## config.mk

```make
export PLATFORM = sky130hd
export DESIGN_NAME = humidity_temp_frame_checker_core
export DESIGN_NICKNAME = d
export VERILOG_FILES = /design/src/hw/rtl/htfc_pkg.sv /design/src/hw/rtl/htfc_lane.sv /design/src/hw/rtl/htfc_merge.sv /design/src/hw/rtl/humidity_temp_frame_checker_core.sv
export SDC_FILE = /design/constraint.sdc
export NUM_CORES = 1
export LEC_CHECK = 0
export ABC_CLOCK_PERIOD_IN_PS = 5600
export BUFFER_PORTS_ARGS = -buffer_cell sky130_fd_sc_hd__buf_2
export CORE_ASPECT_RATIO = 1.4
export CORE_MARGIN = 4
export CORE_UTILIZATION = 40
export DETAILED_ROUTE_END_ITERATION = 12
export HOLD_SLACK_MARGIN = 0.12
export PLACE_DENSITY = 0.62
export SETUP_SLACK_MARGIN = 0.3
export SLEW_MARGIN = 20
export SYNTH_ARGS = -nofsm -noshare
export SYNTH_HDL_FRONTEND = slang
export SYNTH_SLANG_ARGS = --single-unit
```

## constraint.sdc

```tcl
create_clock -name clk -period 5.6 [get_ports clk]
set_input_delay 0.56 -clock clk [delete_from_list [all_inputs] [get_ports clk]]
set_output_delay 0.56 -clock clk [all_outputs]
set_load 0.05 [all_outputs]
```

## src/hw/rtl/htfc_pkg.sv

```systemverilog
// Shared constants, types and CRC helper for the humidity/temperature frame checker.
// No dependencies.
`default_nettype none

package htfc_pkg;

    localparam int CNT_BITS = 32;          // width of the good/bad word counters
    localparam int TOTAL_BITS = 32;        // width of the counter totals on the port

    localparam logic [7:0] CRC_POLY = 8'h31;
    localparam logic [7:0] CRC_INIT = 8'hFF;

    localparam logic [16:0] FULL_SCALE = 17'd65535;
    localparam logic [14:0] TEMP_SPAN = 15'd17500;
    localparam logic [14:0] HUM_SPAN = 15'd10000;
    localparam logic signed [15:0] TEMP_OFFSET = 16'sd4500;

    localparam int IN_BITS = 48;
    localparam int OUT_BITS = 192;

    // One lane's finding for one word
    typedef struct packed {
        logic        ok;
        logic [14:0] quot;
    } lane_res_t;

    // CRC-8, MSB first, one byte folded into the running value
    function automatic logic [7:0] crc8_byte(input logic [7:0] crc, input logic [7:0] data);
        logic [7:0] c;
        c = crc ^ data;
        for (int k = 0; k < 8; k++) begin
            if (c[7])
                c = {c[6:0], 1'b0} ^ CRC_POLY;
            else
                c = {c[6:0], 1'b0};
        end
        return c;
    endfunction

    // Low TOTAL_BITS of a counter, zero extended where the counter is narrower
    function automatic logic [TOTAL_BITS-1:0] cnt_total(input logic [CNT_BITS-1:0] cnt);
        logic [63:0] w;
        w = 64'(cnt);
        return w[TOTAL_BITS-1:0];
    endfunction

endpackage

`default_nettype wire

```

## src/hw/rtl/htfc_lane.sv

```systemverilog
// One word lane: CRC-8 check and scaling floor(span*raw/65535).
// Depends on htfc_pkg.
`default_nettype none

module htfc_lane (
    input  wire logic                clk,
    input  wire logic                load,
    input  wire logic [7:0]          word_high,
    input  wire logic [7:0]          word_low,
    input  wire logic [7:0]          check,
    input  wire logic [14:0]         span,
    output htfc_pkg::lane_res_t      res
);
    import htfc_pkg::*;

    logic [7:0]  crc_part_reg;
    logic [7:0]  low_reg;
    logic [7:0]  check_reg;
    logic [30:0] prod_reg;

    logic [7:0]  crc_full;
    logic [14:0] q_coarse;
    logic [16:0] rem;

    // first stage: high byte through the CRC, product of span and raw word
    always_ff @(posedge clk)
    begin
        if (load)
        begin
            crc_part_reg <= crc8_byte(CRC_INIT, word_high);
            low_reg      <= word_low;
            check_reg    <= check;
            prod_reg     <= 31'(span) * 31'({word_high, word_low});
        end
    end

    // x/65535: take x>>16, remainder is low half plus that quotient, one correction
    always_comb
    begin
        crc_full = crc8_byte(crc_part_reg, low_reg);
        q_coarse = prod_reg[30:16];
        rem      = 17'(prod_reg[15:0]) + 17'(q_coarse);
        res.ok   = (crc_full == check_reg);
        res.quot = q_coarse + 15'((rem >= FULL_SCALE) ? 1'b1 : 1'b0);
    end

endmodule

`default_nettype wire

```

## src/hw/rtl/htfc_merge.sv

```systemverilog
// Merging stage: combines the two lanes into result fields, counters and held readings.
// Depends on htfc_pkg.
`default_nettype none

module htfc_merge (
    input  wire logic                        clk,
    input  wire logic                        rst_n,
    input  wire logic                        load,
    input  wire htfc_pkg::lane_res_t         temp_res,
    input  wire htfc_pkg::lane_res_t         hum_res,
    output logic signed [14:0]               temp_centi,
    output logic [13:0]                      hum_centi,
    output logic                             frame_failed,
    output logic signed [14:0]               held_temp,
    output logic [13:0]                      held_hum,
    output logic [htfc_pkg::TOTAL_BITS-1:0]  temp_good_total,
    output logic [htfc_pkg::TOTAL_BITS-1:0]  temp_bad_total,
    output logic [htfc_pkg::TOTAL_BITS-1:0]  hum_good_total,
    output logic [htfc_pkg::TOTAL_BITS-1:0]  hum_bad_total
);
    import htfc_pkg::*;

    logic signed [14:0]  temp_reg, temp_next;
    logic [13:0]         hum_reg, hum_next;
    logic                failed_reg, failed_next;
    logic signed [14:0]  last_temp_reg, last_temp_next;
    logic [13:0]         last_hum_reg, last_hum_next;
    logic [CNT_BITS-1:0] temp_good_reg, temp_good_next;
    logic [CNT_BITS-1:0] temp_bad_reg, temp_bad_next;
    logic [CNT_BITS-1:0] hum_good_reg, hum_good_next;
    logic [CNT_BITS-1:0] hum_bad_reg, hum_bad_next;
    logic signed [15:0]  temp_wide;

    always_comb
    begin
        temp_wide      = $signed({1'b0, temp_res.quot}) - TEMP_OFFSET;
        temp_next      = 15'sd0;
        hum_next       = 14'd0;
        failed_next    = !(temp_res.ok && hum_res.ok);
        last_temp_next = last_temp_reg;
        last_hum_next  = last_hum_reg;
        temp_good_next = temp_good_reg;
        temp_bad_next  = temp_bad_reg;
        hum_good_next  = hum_good_reg;
        hum_bad_next   = hum_bad_reg;
        if (temp_res.ok)
        begin
            temp_next      = temp_wide[14:0];
            last_temp_next = temp_wide[14:0];
            temp_good_next = temp_good_reg + CNT_BITS'(1);
        end
        else
        begin
            temp_bad_next = temp_bad_reg + CNT_BITS'(1);
        end
        if (hum_res.ok)
        begin
            hum_next       = hum_res.quot[13:0];
            last_hum_next  = hum_res.quot[13:0];
            hum_good_next  = hum_good_reg + CNT_BITS'(1);
        end
        else
        begin
            hum_bad_next = hum_bad_reg + CNT_BITS'(1);
        end
    end

    // result payload, no reset needed
    always_ff @(posedge clk)
    begin
        if (load)
        begin
            temp_reg   <= temp_next;
            hum_reg    <= hum_next;
            failed_reg <= failed_next;
        end
    end

    always_ff @(posedge clk or negedge rst_n)
    begin
        if (!rst_n)
        begin
            last_temp_reg <= '0;
            last_hum_reg  <= '0;
            temp_good_reg <= '0;
            temp_bad_reg  <= '0;
            hum_good_reg  <= '0;
            hum_bad_reg   <= '0;
        end
        else if (load)
        begin
            last_temp_reg <= last_temp_next;
            last_hum_reg  <= last_hum_next;
            temp_good_reg <= temp_good_next;
            temp_bad_reg  <= temp_bad_next;
            hum_good_reg  <= hum_good_next;
            hum_bad_reg   <= hum_bad_next;
        end
    end

    // state only moves with the output register, so it doubles as the result fields
    assign temp_centi      = temp_reg;
    assign hum_centi       = hum_reg;
    assign frame_failed    = failed_reg;
    assign held_temp       = last_temp_reg;
    assign held_hum        = last_hum_reg;
    assign temp_good_total = cnt_total(temp_good_reg);
    assign temp_bad_total  = cnt_total(temp_bad_reg);
    assign hum_good_total  = cnt_total(hum_good_reg);
    assign hum_bad_total   = cnt_total(hum_bad_reg);

endmodule

`default_nettype wire

```

## src/hw/rtl/humidity_temp_frame_checker_core.sv

```systemverilog
// Humidity/temperature readout frame checker: top level, two word lanes and a merging stage.
// Depends on htfc_pkg, htfc_lane, htfc_merge.
//
// Usage:
//   s_* takes one six-byte readout frame per transaction (tvalid & tready).
//   m_* returns one result per frame: both converted words (0 where the CRC
//   failed), the fail flag, the held last good readings and the four word
//   counters as they stand after that frame.
//   m_tvalid rises once a frame has passed the lane register and then the output register.
//   One frame per cycle is sustained while m_tready is high; the rate is set by the
//   two-stage pipeline (lane register for CRC first byte and span multiply, then output
//   register after the divide-by-65535 correction and counter update).
//   When the receiver stalls, the output register holds its result and the
//   lane stage may still take one more frame; s_tready drops only when both
//   stages are full.
//   Reset clears both valid flags, the counters and the held readings;
//   the first result after reset counts from zero.
`default_nettype none

module humidity_temp_frame_checker_core (
    input  wire logic                          clk,
    input  wire logic                          rst_n,
    input  wire logic                          s_tvalid,
    output logic                               s_tready,
    // [7:0] temp_high, [15:8] temp_low, [23:16] temp_check,
    // [31:24] hum_high, [39:32] hum_low, [47:40] hum_check
    input  wire logic [htfc_pkg::IN_BITS-1:0]  s_tdata,
    output logic                               m_tvalid,
    input  wire logic                          m_tready,
    // [14:0] temp_centi, [28:15] hum_centi, [29] frame_failed, [44:30] held_temp,
    // [58:45] held_hum, [90:59] temp_good_total, [122:91] temp_bad_total,
    // [154:123] hum_good_total, [186:155] hum_bad_total, [191:187] zero
    output logic [htfc_pkg::OUT_BITS-1:0]      m_tdata
);
    import htfc_pkg::*;

    logic s1_valid_reg, s1_valid_next;
    logic out_valid_reg, out_valid_next;
    logic s_take, out_load;

    lane_res_t temp_res, hum_res;

    logic signed [14:0]    temp_centi, held_temp;
    logic [13:0]           hum_centi, held_hum;
    logic                  frame_failed;
    logic [TOTAL_BITS-1:0] temp_good_total, temp_bad_total, hum_good_total, hum_bad_total;

    assign out_load = s1_valid_reg && (!out_valid_reg || m_tready);
    assign s_tready = !s1_valid_reg || out_load;
    assign s_take   = s_tvalid && s_tready;

    always_comb
    begin
        s1_valid_next  = s1_valid_reg;
        out_valid_next = out_valid_reg;
        if (out_valid_reg && m_tready)
            out_valid_next = 1'b0;
        if (out_load)
        begin
            out_valid_next = 1'b1;
            s1_valid_next  = 1'b0;
        end
        if (s_take)
            s1_valid_next = 1'b1;
    end

    always_ff @(posedge clk or negedge rst_n)
    begin
        if (!rst_n)
        begin
            s1_valid_reg  <= 1'b0;
            out_valid_reg <= 1'b0;
        end
        else
        begin
            s1_valid_reg  <= s1_valid_next;
            out_valid_reg <= out_valid_next;
        end
    end

    htfc_lane u_temp_lane (
        .clk       (clk),
        .load      (s_take),
        .word_high (s_tdata[7:0]),
        .word_low  (s_tdata[15:8]),
        .check     (s_tdata[23:16]),
        .span      (TEMP_SPAN),
        .res       (temp_res)
    );

    htfc_lane u_hum_lane (
        .clk       (clk),
        .load      (s_take),
        .word_high (s_tdata[31:24]),
        .word_low  (s_tdata[39:32]),
        .check     (s_tdata[47:40]),
        .span      (HUM_SPAN),
        .res       (hum_res)
    );

    htfc_merge u_merge (
        .clk             (clk),
        .rst_n           (rst_n),
        .load            (out_load),
        .temp_res        (temp_res),
        .hum_res         (hum_res),
        .temp_centi      (temp_centi),
        .hum_centi       (hum_centi),
        .frame_failed    (frame_failed),
        .held_temp       (held_temp),
        .held_hum        (held_hum),
        .temp_good_total (temp_good_total),
        .temp_bad_total  (temp_bad_total),
        .hum_good_total  (hum_good_total),
        .hum_bad_total   (hum_bad_total)
    );

    assign m_tvalid = out_valid_reg;
    assign m_tdata  = {5'b0, hum_bad_total, hum_good_total, temp_bad_total, temp_good_total,
                       held_hum, held_temp, frame_failed, hum_centi, temp_centi};

endmodule

`default_nettype wire
```

### Yosys cells after proc, flatten, opt, wreduce, memory -nomap -nowiden

Cells that the tools add are included.

| word-level totals | value |
|---|---|
| bits in registers | 292 |
| output and inout bits | 194 |
| logic and storage cells | 141 |

| cells by class | value |
|---|---|
| equality and inequality tests | 2 |
| muxes and demuxes | 52 |
| $add $sub $neg | 9 |
| bitwise logic cells | 38 |
| $mul | 2 |
| magnitude comparators | 2 |
| reductions and logical operators | 15 |

Operator list:

| kind | number |
|---|---|
| 6-bit 2-to-1 mux | 32 |
| 32-bit by 1-bit adder with 32-bit output (second input constant) | 4 |
| 8-bit 2-to-1 mux | 14 |
| 3-bit inverter | 32 |
| 17-bit by 16-bit >= comparator with 1-bit output (second input constant) | 2 |
| 13-bit by 16-bit multiplier with 29-bit output (first input constant) | 1 |
| 10-bit by 16-bit multiplier with 26-bit output (first input constant) | 1 |
| 16-bit by 14-bit adder with 17-bit output | 1 |
| 16-bit by 15-bit adder with 17-bit output | 1 |
| 8-bit equality test | 2 |
| 8-bit inverter | 2 |
| 8-bit XOR | 2 |
| 15-bit adder | 1 |
| 15-bit by 13-bit subtractor with 15-bit output (second input constant) | 1 |
| 14-bit by 1-bit adder with 14-bit output | 1 |
| 2-bit AND reduction | 4 |
| 1-bit 2-to-1 mux | 6 |
| 1-bit logical AND | 4 |
| 2-bit nonzero test | 2 |
| 1-bit zero test | 3 |
| 1-bit logical OR | 2 |
| 1-bit inverter | 2 |

### Longest topological paths before layout

| logic depth | value |
|---|---|
| depth in word-level cells | 26 |
| mapped depth | 21 |
| depth with buffers taken out | 21 |

### Hierarchy

Synthesis repeated with hierarchy kept, for this count alone.

| second synthesis, totals | value |
|---|---|
| cells, all modules | 2953 |
| area, all modules | 29997.5 µm² |

Modules (own cells, without submodules):

| module | cells each | times used | area each (µm²) | sequential area each (µm²) |
|---|---|---|---|---|
| htfc_lane (u_hum_lane) | 1139 | 1 | 10901.7 | 1651.6 |
| htfc_lane (u_temp_lane) | 1140 | 1 | 10890.4 | 1651.6 |
| htfc_merge | 658 | 1 | 8049.0 | 4829.6 |
| humidity_temp_frame_checker_core | 16 | 1 | 156.4 | 50.0 |

### Worst setup path after synthesis

No wires, ideal clock.

| timing | value |
|---|---|
| path type | in2reg |
| from | input port s_tdata[11] (netlist name) |
| to | register u_temp_lane.prod_reg[30], data pin |
| path slack | 0.677 ns |
| buffers on the path | 0 |
| data arrival time | 4.667 ns |
| setup time | 0.256 ns |
| cell stages on the path | 16 |
| cell sequence | ha_1 fa_1 ha_1 ha_1 inv_1 fa_1 inv_1 fa_1 a211oi_1 o21bai_1 a21oi_1 o211ai_1 a211oi_1 a21oi_1 a31o_2 a31o_2 |

| between the ends | value |
|---|---|
| word-level cells in the longest chain between the ends | 1 |

Ends and longest elaborated chain:

| what | line | text |
|---|---|---|
| start: declaration | humidity_temp_frame_checker_core.sv:27 | `input wire logic [htfc_pkg::IN_BITS-1:0] s_tdata,` |
| 13-bit by 16-bit multiplier with 29-bit output | htfc_lane.sv:33 | `prod_reg <= 31'(span) * 31'({word_high, word_low});` |
| end signal: assignment | htfc_lane.sv:33 |  |
| end: declaration | htfc_lane.sv:19 | `logic [30:0] prod_reg;` |

No other way between the ends.
A chain may end at the register's enable or synchronous reset.

### Final worst setup path

| timing | value |
|---|---|
| from | input port s_tdata[1] (netlist name) |
| to | register u_temp_lane.prod_reg[30], data pin |

The elaborated chain is that of the path after synthesis.

==> impl_metrics.xml <==
<?xml version="1.0" encoding="UTF-8"?>
<metrics>
  <group name="status">
    <metric name="outcome" unit="">finished clean</metric>
  </group>
  <group name="placed_design">
    <metric name="dpl-instance-area" unit="mm²">0.0209</metric>
    <metric name="numPortBuffers" unit="">240</metric>
    <metric name="gpl.final_weighted_congestion" unit="">0.838</metric>
    <metric name="dp_hpwl" unit="mm">34.9</metric>
    <metric name="dpl.cell_count" unit="">2579</metric>
  </group>
  <group name="setup_path">
    <metric name="critical-path-slowest-cell" unit="">fa_1</metric>
    <metric name="crit_path_cell_trace" unit="">buf_2, ha_1, inv_1, fa_1, inv_1, ha_1, fa_1, inv_1, fa_1, inv_1, ha_1, a21oi_1, o21ai_0, a22oi_1, o211ai_1, a211oi_1, a21oi_1, a31o_2, a31o_2</metric>
    <metric name="critical_path_class" unit="">in -&gt; reg</metric>
    <metric name="worstSetupEndpointType" unit="">flip-flop</metric>
    <metric name="path_delay_family" unit="">adder cells</metric>
    <metric name="worst-path-buf-inv" unit="">5</metric>
    <metric name="crit_fanout" unit="">6</metric>
    <metric name="worst_ep_arrival_time" unit="ps">5200</metric>
    <metric name="timing.critical_path.required" unit="ps">5900</metric>
    <metric name="timing.critical_path.mode_cell" unit="">inv_1</metric>
    <metric name="crit_path_max_incr_delay" unit="ps">530</metric>
    <metric name="timing.critical_path.from_type" unit="">input pin</metric>
  </group>
  <group name="timing">
    <metric name="clk_skew" unit="ps">9.58</metric>
    <metric name="max_freq" unit="MHz">204</metric>
    <metric name="fin_worst_hold_slack" unit="ps">184</metric>
    <metric name="grt_setup_unrepaired" unit="">no</metric>
    <metric name="timing_max_transition_violations_final" unit="">0</metric>
    <metric name="setup_violations" unit="">0</metric>
    <metric name="tns" unit="ps">0</metric>
    <metric name="worst_pin_slew" unit="ps">869</metric>
    <metric name="final_period_minus_worst_setup_slack" unit="ps">4900</metric>
    <metric name="layout_worst_path_cycle_share" unit="">0.874</metric>
    <metric name="rel_slew_slack" unit="">0.417</metric>
    <metric name="timing_hold_violations_final" unit="">0</metric>
  </group>
  <group name="layout">
    <metric name="layout.cell_area.non_filler" unit="mm²">0.0219</metric>
    <metric name="drive_gt1_frac" unit="">0.167</metric>
    <metric name="layout_overhead_on_the_synthesized_area" unit="%">14.7</metric>
    <metric name="final_cells" unit="">2632</metric>
    <metric name="fin_nets" unit="">2319</metric>
    <metric name="antenna-diode-count" unit="">0</metric>
    <metric name="mostFrequentLayoutCells" unit="">239 x buf_2, 233 x inv_1, 199 x ha_1, 165 x xnor2_1, 159 x dfrtp_1</metric>
    <metric name="layout_commonest_cell" unit="">buf_2</metric>
  </group>
  <group name="power_and_ir_drop">
    <metric name="max_ir_drop_vdd" unit="V">0.000264</metric>
    <metric name="total_power" unit="mW">9.22</metric>
    <metric name="static-leakage-power" unit="nW">10.7</metric>
    <metric name="p_per_area" unit="mW/mm²">422</metric>
  </group>
  <group name="clocking">
    <metric name="cts_resized" unit="">0</metric>
    <metric name="cts_buffers" unit="">28</metric>
    <metric name="cts.htree.levels" unit="">1</metric>
    <metric name="cts_hold_buf" unit="">1</metric>
    <metric name="tritoncts" unit="">built</metric>
    <metric name="postCtsSetupBuffers" unit="">0</metric>
    <metric name="worstSkewPairLatency" unit="ps">550</metric>
    <metric name="clkTransAtPathRegs" unit="ps">70</metric>
    <metric name="cts_buffer_depth" unit="">3</metric>
    <metric name="clock_root_buffer_master" unit="">clkbuf_16</metric>
    <metric name="cts.sink_count" unit="">287</metric>
  </group>
  <group name="synth">
    <metric name="synth_seq_area_share" unit="">0.410</metric>
    <metric name="synth.lib_cells_used.distinct" unit="">71</metric>
    <metric name="mappedNetlistArea" unit="mm²">0.0191</metric>
    <metric name="number_of_enable_type_register_cells_in_the_synthesized_netlist" unit="">128</metric>
    <metric name="ys_async_sr_fraction" unit="">0.554</metric>
    <metric name="synth.yosys.warnings" unit="">0</metric>
    <metric name="post_synth.cell_area_avg" unit="µm²">11.0</metric>
    <metric name="synth_seq_cells" unit="">287</metric>
    <metric name="synth_top_flop_cell" unit="">dfrtp_1</metric>
    <metric name="synth_cells" unit="">1739</metric>
  </group>
  <group name="drt">
    <metric name="routed_via_density" unit="">4.94</metric>
    <metric name="detail_route.iter0.violations" unit="">639</metric>
    <metric name="final_antenna_net_count" unit="">0</metric>
    <metric name="dr_total_vias" unit="">13000</metric>
    <metric name="detail_route.drc_violations" unit="">0</metric>
    <metric name="route.final.wire_length" unit="mm">43.5</metric>
    <metric name="post_drt_wl_per_cell" unit="µm">16.5</metric>
    <metric name="drt_pre_antenna_iters" unit="">5</metric>
  </group>
  <group name="grt">
    <metric name="track_usage" unit="">0.170</metric>
    <metric name="grt_max_degree" unit="">70</metric>
    <metric name="grt_overflow" unit="">0</metric>
    <metric name="grt_antenna_before_repair" unit="">0</metric>
    <metric name="vias_in_the_first_global_route" unit="">13500</metric>
    <metric name="grt_first_pass_wirelength" unit="mm">71.1</metric>
  </group>
  <group name="die">
    <metric name="design.die.area" unit="mm²">0.0513</metric>
    <metric name="ios" unit="">246</metric>
    <metric name="starting_density_of_the_core" unit="">0.405</metric>
    <metric name="die-height" unit="µm">266</metric>
    <metric name="std_cell_rows" unit="">94</metric>
    <metric name="core_area" unit="mm²">0.0470</metric>
    <metric name="die_width" unit="µm">193</metric>
  </group>
  <group name="run">
    <metric name="drv.max_cap_violation_count" unit="">0</metric>
  </group>
  <group name="worst_hold_path">
    <metric name="min-delay-path-class" unit="">in -&gt; reg</metric>
  </group>
</metrics>
[layout make-up]
class	instances	area, µm²
clock buffers	32	737
clock inverters	20	175
fillers	4370	25200
inverters	233	875
multi-input cells	1186	10200
flip-flops and latches	287	7820
well taps	624	781
repair buffers	250	1280
[cell families (layout without fill, tap and decap cells)]
logic type | Yosys count | after routing | synth area share
compound gates | 180 | 180 | 0.0596
buf+inv | 270 | 535 | 0.0568
fa+ha+maj | 281 | 281 | 0.217
other cells | 1 | 5 | 0.000197
xor+xnor | 260 | 260 | 0.127
simple gates | 447 | 447 | 0.122
flops | 287 | 287 | 0.410
mux | 13 | 13 | 0.00735
[where the power goes]
group / total [mW] / internal, mW / switching, mW
registers: 2.96 / 2.68 / 0.276
logic: 4.39 / 1.72 / 2.67
clock network: 1.87 / 1.04 / 0.828
[cell usage after synthesis (all sizes together), types with 19 or more instances]
| cell type | number | area share |
|---|---|---|
| edfxtp | 128 | 0.20 |
| buf | 24 | 0.0084 |
| fa | 82 | 0.086 |
| nand2 | 80 | 0.016 |
| dfrtp | 159 | 0.21 |
| a21oi | 57 | 0.015 |
| xnor2 | 168 | 0.078 |
| nor2 | 97 | 0.020 |
| nand4 | 43 | 0.014 |
| xor2 | 83 | 0.038 |
| and3 | 34 | 0.011 |
| nand3 | 84 | 0.024 |
| a21o | 19 | 0.0075 |
| nor3 | 38 | 0.010 |
| o21ai | 43 | 0.011 |
| inv | 233 | 0.046 |
| ha | 199 | 0.13 |
[final timing paths]
kind                                           start                     endpoint  slack (ps)  depth (start not counted)
setup / recovery                          s_tdata[1]     u_temp_lane.prod_reg[30]         700                         19
hold / removal                           s_tdata[21]     u_temp_lane.check_reg[5]         180                          1
setup reg to reg            u_temp_lane.prod_reg[19]       u_merge.temp_centi[14]         870                         19
hold reg to reg            u_merge.hum_bad_total[31]    u_merge.hum_bad_total[31]         460                          1
max in group asynchronous                      rst_n  u_merge.temp_good_total[26]        3850                          3
min in group asynchronous                      rst_n   u_merge.hum_good_total[31]         570                          2
[through the flow]
step,util,setup WS [ps]
floorplan,-,677
global placement,0.445,210
detailed placement,0.445,139
CTS,0.465,721
global route,0.465,327
finish,0.465,704
[per-layer routing]
layer,GRT usage,vias to the layer above,part of all wire
met2,0.307,265,0.51
met1,0.215,6258,0.42
met4,0.0546,0,0.033
met3,0.0157,67,0.036
li1,-,6410,-
met5,0,-,0
(Power assumes the default switching activity.)
